File: config.mk
export PLATFORM = sky130hd
export DESIGN_NAME = zero_run_stream_decompressor
export DESIGN_NICKNAME = d
export VERILOG_FILES = /design/src/rtl/zrsd_pkg.sv /design/src/rtl/zrsd_in_stage.sv /design/src/rtl/zrsd_decoder.sv /design/src/rtl/zrsd_out_stage.sv /design/src/rtl/zero_run_stream_decompressor.sv
export VERILOG_INCLUDE_DIRS = /design/src /design/src/rtl
export SDC_FILE = /design/constraint.sdc
export NUM_CORES = 1
export LEC_CHECK = 0
export BUFFER_PORTS_ARGS = -buffer_cell sky130_fd_sc_hd__buf_2
export CAP_MARGIN = 20
export CORE_MARGIN = 2
export CORE_UTILIZATION = 55
export DETAILED_ROUTE_END_ITERATION = 8
export PLACE_DENSITY = 0.75
export SLEW_MARGIN = 0
export SYNTH_ARGS = -nofsm -noshare
export SYNTH_HDL_FRONTEND = slang
export SYNTH_SLANG_ARGS = --single-unit
File: constraint.sdc
create_clock -name clk -period 4.8 [get_ports clk]
set_clock_uncertainty 0.1 [all_clocks]
set_input_delay 0.96 -clock clk [delete_from_list [all_inputs] [get_ports clk]]
set_output_delay 0.96 -clock clk [all_outputs]
set_load 0.05 [all_outputs]
File: src/rtl/zero_run_stream_decompressor_assert.svh
// Assertion macros used by the decoder of the zero-run stream decompressor.
// Each macro expects a clock named clk and an active-low reset named rst_n.
`ifndef ZERO_RUN_STREAM_DECOMPRESSOR_ASSERT_SVH
`define ZERO_RUN_STREAM_DECOMPRESSOR_ASSERT_SVH

// Same-cycle implication.
`define ZRSD_ASSERT_IMP(label, ante, cons) \
  label: assert property (@(posedge clk) disable iff (!rst_n) (ante) |-> (cons)) \
    else $error("zrsd assertion failed");

// Next-cycle implication.
`define ZRSD_ASSERT_NXT(label, ante, cons) \
  label: assert property (@(posedge clk) disable iff (!rst_n) (ante) |=> (cons)) \
    else $error("zrsd assertion failed");

`endif

File: src/rtl/zrsd_pkg.sv
package zrsd_pkg;

  localparam int BYTE_W = 8;
  localparam int LEN_W  = 32;
  localparam int IDX_W  = 2;

  localparam logic [BYTE_W-1:0] ZERO_BYTE = 8'h00;

  // Index of the last byte of a 16-bit and of a 32-bit length word.
  localparam logic [IDX_W-1:0] IDX_LAST16 = 2'd1;
  localparam logic [IDX_W-1:0] IDX_LAST32 = 2'd3;

  typedef struct packed {
    logic              is_zero_run;
    logic [BYTE_W-1:0] literal;
    logic [LEN_W-1:0]  run_length;
  } zrsd_result_t;

endpackage

File: src/rtl/zrsd_in_stage.sv
module zrsd_in_stage (
  input  logic                       clk,
  input  logic                       rst_n,
  input  logic                       in_valid,
  output logic                       in_stall,
  input  logic [zrsd_pkg::BYTE_W-1:0] in_byte,
  input  logic                       s1_adv,
  output logic                       s1_valid,
  output logic [zrsd_pkg::BYTE_W-1:0] s1_byte
);
  import zrsd_pkg::*;

  logic              valid_r;
  logic              valid_nxt;
  logic [BYTE_W-1:0] byte_r;
  logic              accept;

  // The register can take a byte when it is empty or drains this cycle.
  assign in_stall = valid_r && !s1_adv;
  assign accept   = in_valid && !in_stall;

  always_comb begin
    valid_nxt = valid_r;
    if (accept) begin
      valid_nxt = 1'b1;
    end else if (s1_adv) begin
      valid_nxt = 1'b0;
    end
  end

  always_ff @(posedge clk) begin
    if (!rst_n) begin
      valid_r <= 1'b0;
    end else begin
      valid_r <= valid_nxt;
    end
  end

  always_ff @(posedge clk) begin
    if (accept) begin
      byte_r <= in_byte;
    end
  end

  assign s1_valid = valid_r;
  assign s1_byte  = byte_r;

endmodule

File: src/rtl/zrsd_decoder.sv
module zrsd_decoder (
  input  logic                       clk,
  input  logic                       rst_n,
  input  logic                       adv,
  input  logic [zrsd_pkg::BYTE_W-1:0] byte_in,
  output logic                       res_valid,
  output zrsd_pkg::zrsd_result_t     res
);
  import zrsd_pkg::*;

  `include "zero_run_stream_decompressor_assert.svh"

  typedef enum logic [2:0] {
    PH_HEADER,
    PH_LEN8,
    PH_LEN16,
    PH_LEN32,
    PH_DATA
  } phase_t;

  phase_t             phase_r, phase_nxt;
  logic               izr_r, izr_nxt;
  logic [LEN_W-1:0]   remaining_r, remaining_nxt;
  logic [LEN_W-1:0]   acc_r, acc_nxt;
  logic [IDX_W-1:0]   idx_r, idx_nxt;

  logic               fin;
  logic [LEN_W-1:0]   fin_len;
  logic               fin_izr;
  logic               emit_lit;
  logic               emit_run;
  logic [LEN_W-1:0]   acc_sh;

  assign acc_sh = {acc_r[LEN_W-BYTE_W-1:0], byte_in};

  always_comb begin
    phase_nxt     = phase_r;
    izr_nxt       = izr_r;
    remaining_nxt = remaining_r;
    acc_nxt       = acc_r;
    idx_nxt       = idx_r;
    fin           = 1'b0;
    fin_len       = '0;
    fin_izr       = izr_r;
    emit_lit      = 1'b0;
    emit_run      = 1'b0;

    unique case (phase_r)
      PH_HEADER: begin
        izr_nxt   = 1'b0;
        phase_nxt = PH_LEN8;
        acc_nxt   = '0;
        idx_nxt   = '0;
      end
      PH_LEN8: begin
        if (byte_in != ZERO_BYTE) begin
          fin     = 1'b1;
          fin_len = LEN_W'(byte_in);
        end else begin
          phase_nxt = PH_LEN16;
          acc_nxt   = '0;
          idx_nxt   = '0;
        end
      end
      PH_LEN16: begin
        acc_nxt = acc_sh;
        idx_nxt = idx_r + IDX_W'(1);
        if (idx_r == IDX_LAST16) begin
          if (acc_sh != '0) begin
            fin     = 1'b1;
            fin_len = acc_sh;
          end else begin
            // A zero 16-bit word escapes to a 32-bit length.
            phase_nxt = PH_LEN32;
            acc_nxt   = '0;
            idx_nxt   = '0;
          end
        end
      end
      PH_LEN32: begin
        acc_nxt = acc_sh;
        if (idx_r == IDX_LAST32) begin
          fin     = 1'b1;
          fin_len = acc_sh;
        end else begin
          idx_nxt = idx_r + IDX_W'(1);
        end
      end
      PH_DATA: begin
        if (remaining_r != '0) begin
          emit_lit      = 1'b1;
          remaining_nxt = remaining_r - LEN_W'(1);
          if (remaining_r == LEN_W'(1)) begin
            izr_nxt   = 1'b1;
            phase_nxt = PH_LEN8;
            acc_nxt   = '0;
            idx_nxt   = '0;
          end
        end else begin
          // An empty chunk phase treats the byte as the first byte of a run length.
          izr_nxt = 1'b1;
          fin_izr = 1'b1;
          if (byte_in != ZERO_BYTE) begin
            fin     = 1'b1;
            fin_len = LEN_W'(byte_in);
          end else begin
            phase_nxt = PH_LEN16;
            acc_nxt   = '0;
            idx_nxt   = '0;
          end
        end
      end
      default: begin
        // Unused codes take the byte as the first byte of a length.
        if (byte_in != ZERO_BYTE) begin
          fin     = 1'b1;
          fin_len = LEN_W'(byte_in);
        end else begin
          phase_nxt = PH_LEN16;
          acc_nxt   = '0;
          idx_nxt   = '0;
        end
      end
    endcase

    // A completed length either opens a chunk or closes a zero run; a zero chunk length leads to a run length.
    if (fin) begin
      phase_nxt = PH_LEN8;
      acc_nxt   = '0;
      idx_nxt   = '0;
      if (!fin_izr) begin
        if (fin_len == '0) begin
          izr_nxt = 1'b1;
        end else begin
          remaining_nxt = fin_len;
          phase_nxt     = PH_DATA;
        end
      end else begin
        izr_nxt  = 1'b0;
        emit_run = (fin_len != '0);
      end
    end
  end

  always_ff @(posedge clk) begin
    if (!rst_n) begin
      phase_r     <= PH_HEADER;
      izr_r       <= 1'b0;
      remaining_r <= '0;
      acc_r       <= '0;
      idx_r       <= '0;
    end else if (adv) begin
      phase_r     <= phase_nxt;
      izr_r       <= izr_nxt;
      remaining_r <= remaining_nxt;
      acc_r       <= acc_nxt;
      idx_r       <= idx_nxt;
    end
  end

  assign res_valid        = adv && (emit_lit || emit_run);
  assign res.is_zero_run  = !emit_lit;
  assign res.literal      = emit_lit ? byte_in : ZERO_BYTE;
  assign res.run_length   = emit_lit ? LEN_W'(1) : fin_len;

  `ZRSD_ASSERT_IMP(a_run_nonzero, res_valid && res.is_zero_run, res.run_length != '0)
  `ZRSD_ASSERT_IMP(a_data_has_bytes, phase_r == PH_DATA, remaining_r != '0)
  `ZRSD_ASSERT_IMP(a_len16_index, phase_r == PH_LEN16, idx_r[1] == 1'b0)
  `ZRSD_ASSERT_NXT(a_header_once, adv && phase_r == PH_HEADER,
                   phase_r == PH_LEN8 && !izr_r)

endmodule

File: src/rtl/zrsd_out_stage.sv
module zrsd_out_stage (
  input  logic                        clk,
  input  logic                        rst_n,
  input  logic                        res_valid,
  input  zrsd_pkg::zrsd_result_t      res,
  output logic                        ready,
  output logic                        out_valid,
  input  logic                        out_stall,
  output logic                        out_is_zero_run,
  output logic [zrsd_pkg::BYTE_W-1:0] out_literal,
  output logic [zrsd_pkg::LEN_W-1:0]  out_run_length
);
  import zrsd_pkg::*;

  logic         valid_r;
  logic         valid_nxt;
  zrsd_result_t res_r;

  // The result register is free when empty or when its transfer completes now.
  assign ready = !valid_r || !out_stall;

  always_comb begin
    valid_nxt = valid_r;
    if (res_valid) begin
      valid_nxt = 1'b1;
    end else if (ready) begin
      valid_nxt = 1'b0;
    end
  end

  always_ff @(posedge clk) begin
    if (!rst_n) begin
      valid_r <= 1'b0;
    end else begin
      valid_r <= valid_nxt;
    end
  end

  always_ff @(posedge clk) begin
    if (res_valid) begin
      res_r <= res;
    end
  end

  assign out_valid       = valid_r;
  assign out_is_zero_run = res_r.is_zero_run;
  assign out_literal     = res_r.literal;
  assign out_run_length  = res_r.run_length;

endmodule

File: src/rtl/zero_run_stream_decompressor.sv
// Channel   Direction  Ports                                         Payload
// input     in         in_valid, in_stall, in_byte                   one compressed byte
// result    out        out_valid, out_stall, out_is_zero_run,        literal byte or
//                      out_literal, out_run_length                   zero-run descriptor
//
// One byte is taken per cycle while in_stall is low; its result, if any, goes through the
// input register and then the result register before it is on the result ports.
// The length/chunk state update is one short step between the two registers, so bytes
// stream at one per cycle with no gaps while the result channel does not stall.
// Reset is synchronous and active low; after it the next byte is taken as the header.
// A stall on the result channel holds the result register and, in the same cycle,
// stalls the input channel only if the input register is also full.
module zero_run_stream_decompressor (
  input  logic                        clk,
  input  logic                        rst_n,
  input  logic                        in_valid,
  output logic                        in_stall,
  input  logic [zrsd_pkg::BYTE_W-1:0] in_byte,
  output logic                        out_valid,
  input  logic                        out_stall,
  output logic                        out_is_zero_run,
  output logic [zrsd_pkg::BYTE_W-1:0] out_literal,
  output logic [zrsd_pkg::LEN_W-1:0]  out_run_length
);
  import zrsd_pkg::*;

  logic              s1_valid;
  logic [BYTE_W-1:0] s1_byte;
  logic              s1_adv;
  logic              out_ready;
  logic              res_valid;
  zrsd_result_t      res;

  // A registered byte moves on whenever the result register can take whatever it
  // produces. Bytes that produce nothing still advance the decoder state.
  assign s1_adv = s1_valid && out_ready;

  zrsd_in_stage u_in_stage (
    .clk      (clk),
    .rst_n    (rst_n),
    .in_valid (in_valid),
    .in_stall (in_stall),
    .in_byte  (in_byte),
    .s1_adv   (s1_adv),
    .s1_valid (s1_valid),
    .s1_byte  (s1_byte)
  );

  // Header skip, length assembly and chunk counting live here.
  zrsd_decoder u_decoder (
    .clk       (clk),
    .rst_n     (rst_n),
    .adv       (s1_adv),
    .byte_in   (s1_byte),
    .res_valid (res_valid),
    .res       (res)
  );

  // The result register holds one transfer for the downstream side.
  zrsd_out_stage u_out_stage (
    .clk             (clk),
    .rst_n           (rst_n),
    .res_valid       (res_valid),
    .res             (res),
    .ready           (out_ready),
    .out_valid       (out_valid),
    .out_stall       (out_stall),
    .out_is_zero_run (out_is_zero_run),
    .out_literal     (out_literal),
    .out_run_length  (out_run_length)
  );

endmodule
=== Word-level counts from Yosys, hierarchy flattened ===
Cells that the tools add are included.

* Output and inout port bits: 43
* Register bits: 121
* Bits of input ports: 12
* Word-level logic and storage cells: 102

* Equal/unequal tests: 11
* Muxes and demuxes: 56
* Add/subtract/negate cells: 2
* Reductions and logical operators: 22

{| class="wikitable"
|+ Operators by type and width
! kind !! count
|-
| $mux 32 || 13
|-
| $pmux 32 s4 || 2
|-
| $reduce_bool 32->1 || 3
|-
| $eq 32x1->1 const B || 1
|-
| $logic_not 32->1 || 1
|-
| $sub 32x1->32 const B || 1
|-
| $mux 3 || 8
|-
| $mux 1 || 20
|-
| $mux 8 || 2
|-
| $mux 2 || 7
|-
| $pmux 3 s4 || 1
|-
| $pmux 2 s4 || 1
|-
| $reduce_bool 8->1 || 1
|-
| $eq 3x2->1 const B || 2
|-
| $ne 3x2->1 const B || 2
|-
| $logic_not 1->1 || 5
|-
| $reduce_and 5->1 || 1
|-
| $logic_and 1x1->1 || 4
|-
| $ne 4x3->1 const B || 1
|-
| $pmux 1 s4 || 1
|-
| $reduce_bool 2->1 || 2
|-
| $eq 3x3->1 const B || 1
|-
| $logic_not 3->1 || 1
|-
| $ne 3x1->1 const B || 1
|-
| 8 further kinds || 9
|}

=== Longest topological paths before layout ===
* Word-level depth: 10
* Mapped depth: 11
* Gate-level depth less buffers: 9

=== Modules after synthesis ===
A second synthesis with hierarchy kept.

* Cells, all modules: 564
* Area, all modules: 5381.4 µm²

{| class="wikitable"
|+ Modules (own cells, without submodules)
! module !! seq. area each (µm²) !! area each (µm²) !! cells an instance !! times used
|-
| zrsd_decoder || 1241.2 || 3821.2 || 506 || 1
|-
| zrsd_out_stage || 1251.2 || 1266.2 || 45 || 1
|-
| zrsd_in_stage || 260.2 || 287.8 || 12 || 1
|-
| zero_run_stream_decompressor || 0.0 || 6.3 || 1 || 1
|}

=== Least setup slack after synthesis ===
Ideal clock, no wire load.

* Kind: reg2reg
* Start: reg u_decoder.remaining_r[20]
* End: reg u_out_stage.res_r, in the netlist u_out_stage.out_is_zero_run (enable)
* Required time: 4.261 ns
* Period minus slack after synthesis: 3.978 ns
* Cell stages (with the launch flop): 7
* Path buffers: 0
* Arrival time: 3.439 ns
* Path slack: 0.822 ns
* Library setup time: 0.439 ns
* Cells stage by stage: dfxtp_1 -> nor4_4 -> nand3b_4 -> nor4_4 -> o221a_2 -> a21oi_1 -> nor2_1

* Longest elaborated chain between the ends: 8
* Elaborated cells on any way between the ends: 14

{| class="wikitable"
|+ RTL lines
! what !! RTL line !! source
|-
| start: declaration || zrsd_decoder.sv:23 || <nowiki>logic [LEN_W-1:0] remaining_r, remaining_nxt;</nowiki>
|-
| start signal: assignment || zrsd_decoder.sv:155 || <nowiki>remaining_r <= remaining_nxt;</nowiki>
|-
| $reduce_bool 32->1 (*) || zrsd_decoder.sv:90 || <nowiki>if (remaining_r != '0) begin</nowiki>
|-
| $mux 8 || zrsd_decoder.sv:90 ||
|-
| $pmux 32 s4 || zrsd_decoder.sv:48 || <nowiki>unique case (phase_r)</nowiki>
|-
| $reduce_bool 32->1 || zrsd_decoder.sv:140 || <nowiki>emit_run = (fin_len != '0);</nowiki>
|-
| $mux 1 || zrsd_decoder.sv:131 || <nowiki>if (!fin_izr) begin</nowiki>
|-
| $mux 1 || zrsd_decoder.sv:127 || <nowiki>if (fin) begin</nowiki>
|-
| $logic_or 1x1->1 (*) || zrsd_decoder.sv:161 || <nowiki>assign res_valid = adv && (emit_lit || emit_run);</nowiki>
|-
| $logic_and 1x1->1 (*) || zrsd_decoder.sv:161 ||
|-
| net res_valid || zero_run_stream_decompressor.sv:31 || <nowiki>logic res_valid;</nowiki>
|-
| end signal: assignment || zrsd_out_stage.sv:41 || <nowiki>res_r <= res;</nowiki>
|-
| end: declaration || zrsd_out_stage.sv:17 || <nowiki>zrsd_result_t res_r;</nowiki>
|}

Mark *: on every way through the listed nets, which the timed path passes. The rest lies on a longest branch.
A chain may end at the register's enable or synchronous reset.

=== Worst setup path after layout ===
* Start: reg u_decoder.remaining_r[16]
* End: reg u_out_stage.res_r, in the netlist u_out_stage.out_run_length[19] (enable)

The elaborated chain is that of the path after synthesis.

==> summary.md <==
| Metric | Value |
|---|---|
| Placed Instances | `744` |
| Area Overhead vs Synth | `17.5%` |
| Highest clock rate | `0.293 GHz` |
| Full die area | `10800 um2` |
| Sequential area share after synthesis | `50.2%` |
| Worst EP required | `4.91 ns` |
| Syn avg cell area | `9.34 um2` |
| Post-route DRC | `0` |
| RSZ-0062 raised after global routing | `false` |
| Synth area leaders | `edfxtp_1, dfxtp_1, nand2_1, a21oi_1, and2_1` |
| Antenna viol nets, final | `0` |
| Crit path capture | `u_out_stage.out_run_length[19]` |
| Post-CTS Setup Inserts | `0` |
| R2r worst-path depth | `7` |
| Clock Tree Buf Depth | `2` |
| Fin crit share | `71.1%` |
| Slew Viols, Final | `0` |
| Via-to-Cell Ratio | `6.32` |
| # clock sinks | `113` |
| Worst-path fanout max | `41` |
| Synth Instances | `587` |
| Hold slack | `0.381 ns` |
| Site row count | `36` |
| Util after Layout | `66.2%` |
| Synth cell types | `66` |
| Avg WL per Cell | `19.6 um` |
| Core area | `9730 um2` |
| Vias in the first global route | `4691` |
| Post-Syn Area | `5480 um2` |
| DP HPWL | `9970 um` |
| Total global-route track usage | `28.6%` |
| Worst Setup Path Type | `reg -> reg` |
| Drt pass-1 iters | `5` |
| PortBufs | `54` |
| Min-Delay Path Class | `reg -> reg` |
| DRT Wirelength | `15200 um` |
| Max_cap viols | `0` |
| Pwr Density | `388 nW/um2` |
| Hold buffer count at cts | `0` |
| CTS Buf Count | `17` |
| Fin. Hold Viols | `0` |
| Die Wd | `104 um` |
| Commonest cells in the netlist | `nand2_1, dfxtp_1, a21oi_1` |
| CTS tree | `built` |
| Largest net degree at the start of global routing | `47` |
| I/O pin cnt | `55` |
| RR Endpoint | `u_out_stage.out_run_length[19]` |
| Leading area contributor after synthesis | `edfxtp_1` |
| FF+latch count, synth | `113` |
| R2r startpoint | `u_decoder.remaining_r[16]` |
| Synth warn | `0` |
| Startpoint Class | `flip-flop` |
| CP arrival | `3.52 ns` |
| Setup WS post-layout | `1.39 ns` |
| Most frequently used flop master after synthesis | `dfxtp_1` |
| Layout cells sized above 1 | `18.5%` |
| Final net count | `648` |
| Post-Synthesis Net Count | `605` |
| CTS resizes | `0` |
| Worst-Skew Late Latency | `0.52 ns` |
| Non-filler cells, final | `776` |
| CTS H-tree lvls | `4` |
| Crit path launch | `u_decoder.remaining_r[16]` |
| Global-route wire length before repair | `24200 um` |
| Max stage delay on crit path | `0.70 ns` |
| Final-report setup violation count | `0` |
| Status | `complete, no violations` |
| Worst setup EP type | `flip-flop` |
| Slack of the worst reg-to-reg path | `1.39 ns` |
| Detailed router's first-iteration violation count | `530` |
| Crit-path slowest cell | `nor4_4` |
| Overflow after GRT | `0` |
| Initial core utilization | `56.4%` |
| Setup tns final | `0 ns` |
| Count leader, synth | `nand2_1` |
| DIE HEIGHT | `104 um` |
| Reg clk slew, reported paths | `0.06 ns` |
| Worst-margin pin slew | `1.08 ns` |
| Post-synth EDFFs | `49` |
| Fraction of registers with async set/reset | `0%` |
| Fill count | `798` |
| Final weighted congestion in routability-driven placement | `0.928` |
| Initial antenna violation count | `0` |
| Post-route minimum period | `3.41 ns` |
| Critical-path cell list | `nor4_2 > nand4_1 > nor4_4 > nor2_1 > a21oi_1 > nor2_4 > buf_4` |
| Peak VDD IR | `0.251 mV` |
| Root cell of the clock tree | `clkbuf_8` |
| Yosys top cell area share | `26.8%` |
| DR vias | `4905` |
| N_diodes | `0` |
| Leak | `2.34 nW` |
| Relative slew slack | `27.9%` |
| Dpl ws | `1.43 ns` |
## state kept, by name, summed over array words and instances (netlist names), 2 cells and up
signal,count
u_in_stage.s1_byte,8
u_out_stage.out_literal,8
u_decoder.remaining_r,32
u_out_stage.out_run_length,32
u_decoder.phase_r,3
u_decoder.acc_r,24
u_decoder.idx_r,2
## kinds of logic after synthesis
| kind of cell | after synthesis | share of synthesized area, % |
|---|---|---|
| buffers and inverters | 50 | 3.88 |
| flip-flops | 113 | 50.2 |
| adder cells (fa/ha/maj) | 6 | 1.37 |
| AO/OA/AOI/OAI | 135 | 16.5 |
| AND/OR/NAND/NOR | 283 | 28.1 |
## how the worst min path moves through the flow
stage                               from                         to  cells past startpoint
2_1_floorplan        u_decoder.acc_r[18]        u_decoder.acc_r[18]                      2
3_3_place_gp         u_decoder.acc_r[18]        u_decoder.acc_r[18]                      2
3_5_place_dp         u_decoder.acc_r[18]        u_decoder.acc_r[18]                      2
4_1_cts        u_decoder.remaining_r[26]  u_decoder.remaining_r[26]                      2
5_1_grt        u_decoder.remaining_r[26]  u_decoder.remaining_r[26]                      2
6_report       u_decoder.remaining_r[26]  u_decoder.remaining_r[26]                      2
## cells in the final DEF (no fill, tap or decap), types with 3 or more instances in the layout
master,Yosys,routed
a21oi_1,52,52
a22o_1,7,7
a31o_2,4,4
a31oi_1,10,10
and2_1,40,40
and3_1,4,4
buf_2,4,54
buf_4,3,7
bufinv_16,0,3
clkbuf_16,0,17
clkbuf_8,0,3
clkinv_2,0,3
clkinv_4,0,4
dfxtp_1,64,64
edfxtp_1,49,49
ha_1,6,6
inv_1,12,12
nand2_1,85,85
nand2b_1,7,7
nand3_1,41,41
nand4_1,7,7
nor2_1,29,28
nor2b_1,6,6
nor3_1,17,17
nor4_1,18,18
nor4_4,5,5
o211ai_1,3,3
o21a_1,3,3
o21ai_0,12,12
o221a_2,4,4
o22a_1,3,3
o22ai_1,6,6
o31ai_1,5,4
or2_2,3,3
or3_1,7,7
## power by group
group | switching, W | internal [W] | leakage (nW)
combinational | 0.000120 | 0.0000525 | 1.07
clock | 0.000449 | 0.000849 | 0.302
sequential | 0.0000183 | 0.00101 | 0.973
## worst max-delay path: cells and delay by family, from the launching register on
family	cells	cell delay, ns
buf+inv	1	0.32
flops	1	0.38
compound gates	1	0.38
simple gates	5	1.90
## layer usage
layer | wire (um) | global-route usage (%) | up-vias | share of wire (%)
met2 | 7370 | 45.4 | 257 | 49
met3 | 1370 | 7.83 | 30 | 9.0
met4 | 259 | 8.78 | 0 | 1.7
li1 | - | - | 2250 | -
met1 | 6180 | 38.5 | 2368 | 41
met5 | 0 | 0 | - | 0
## stage by stage
| step | area (um2) | power [W] |
|---|---|---|
| floorplan | 5480 | 0.00118 |
| global placement | 5820 | 0.00122 |
| detailed placement | 5820 | 0.00122 |
| CTS | 6440 | 0.00251 |
| global route | 6440 | 0.00257 |
| finish | 6440 | 0.00250 |
## cell type report
type / count / area, um2 / area share [%]
multi-input cells: 424 / 2530 / 39.3
clock buffers: 20 / 467 / 7.24
well taps: 133 / 166 / 2.58
repair buffers: 61 / 323 / 5.01
flip-flops and latches: 113 / 2750 / 42.7
inverters: 13 / 48.8 / 0.757
clock inverters: 12 / 155 / 2.41
Note: power is estimated with default switching activity, not from simulation.
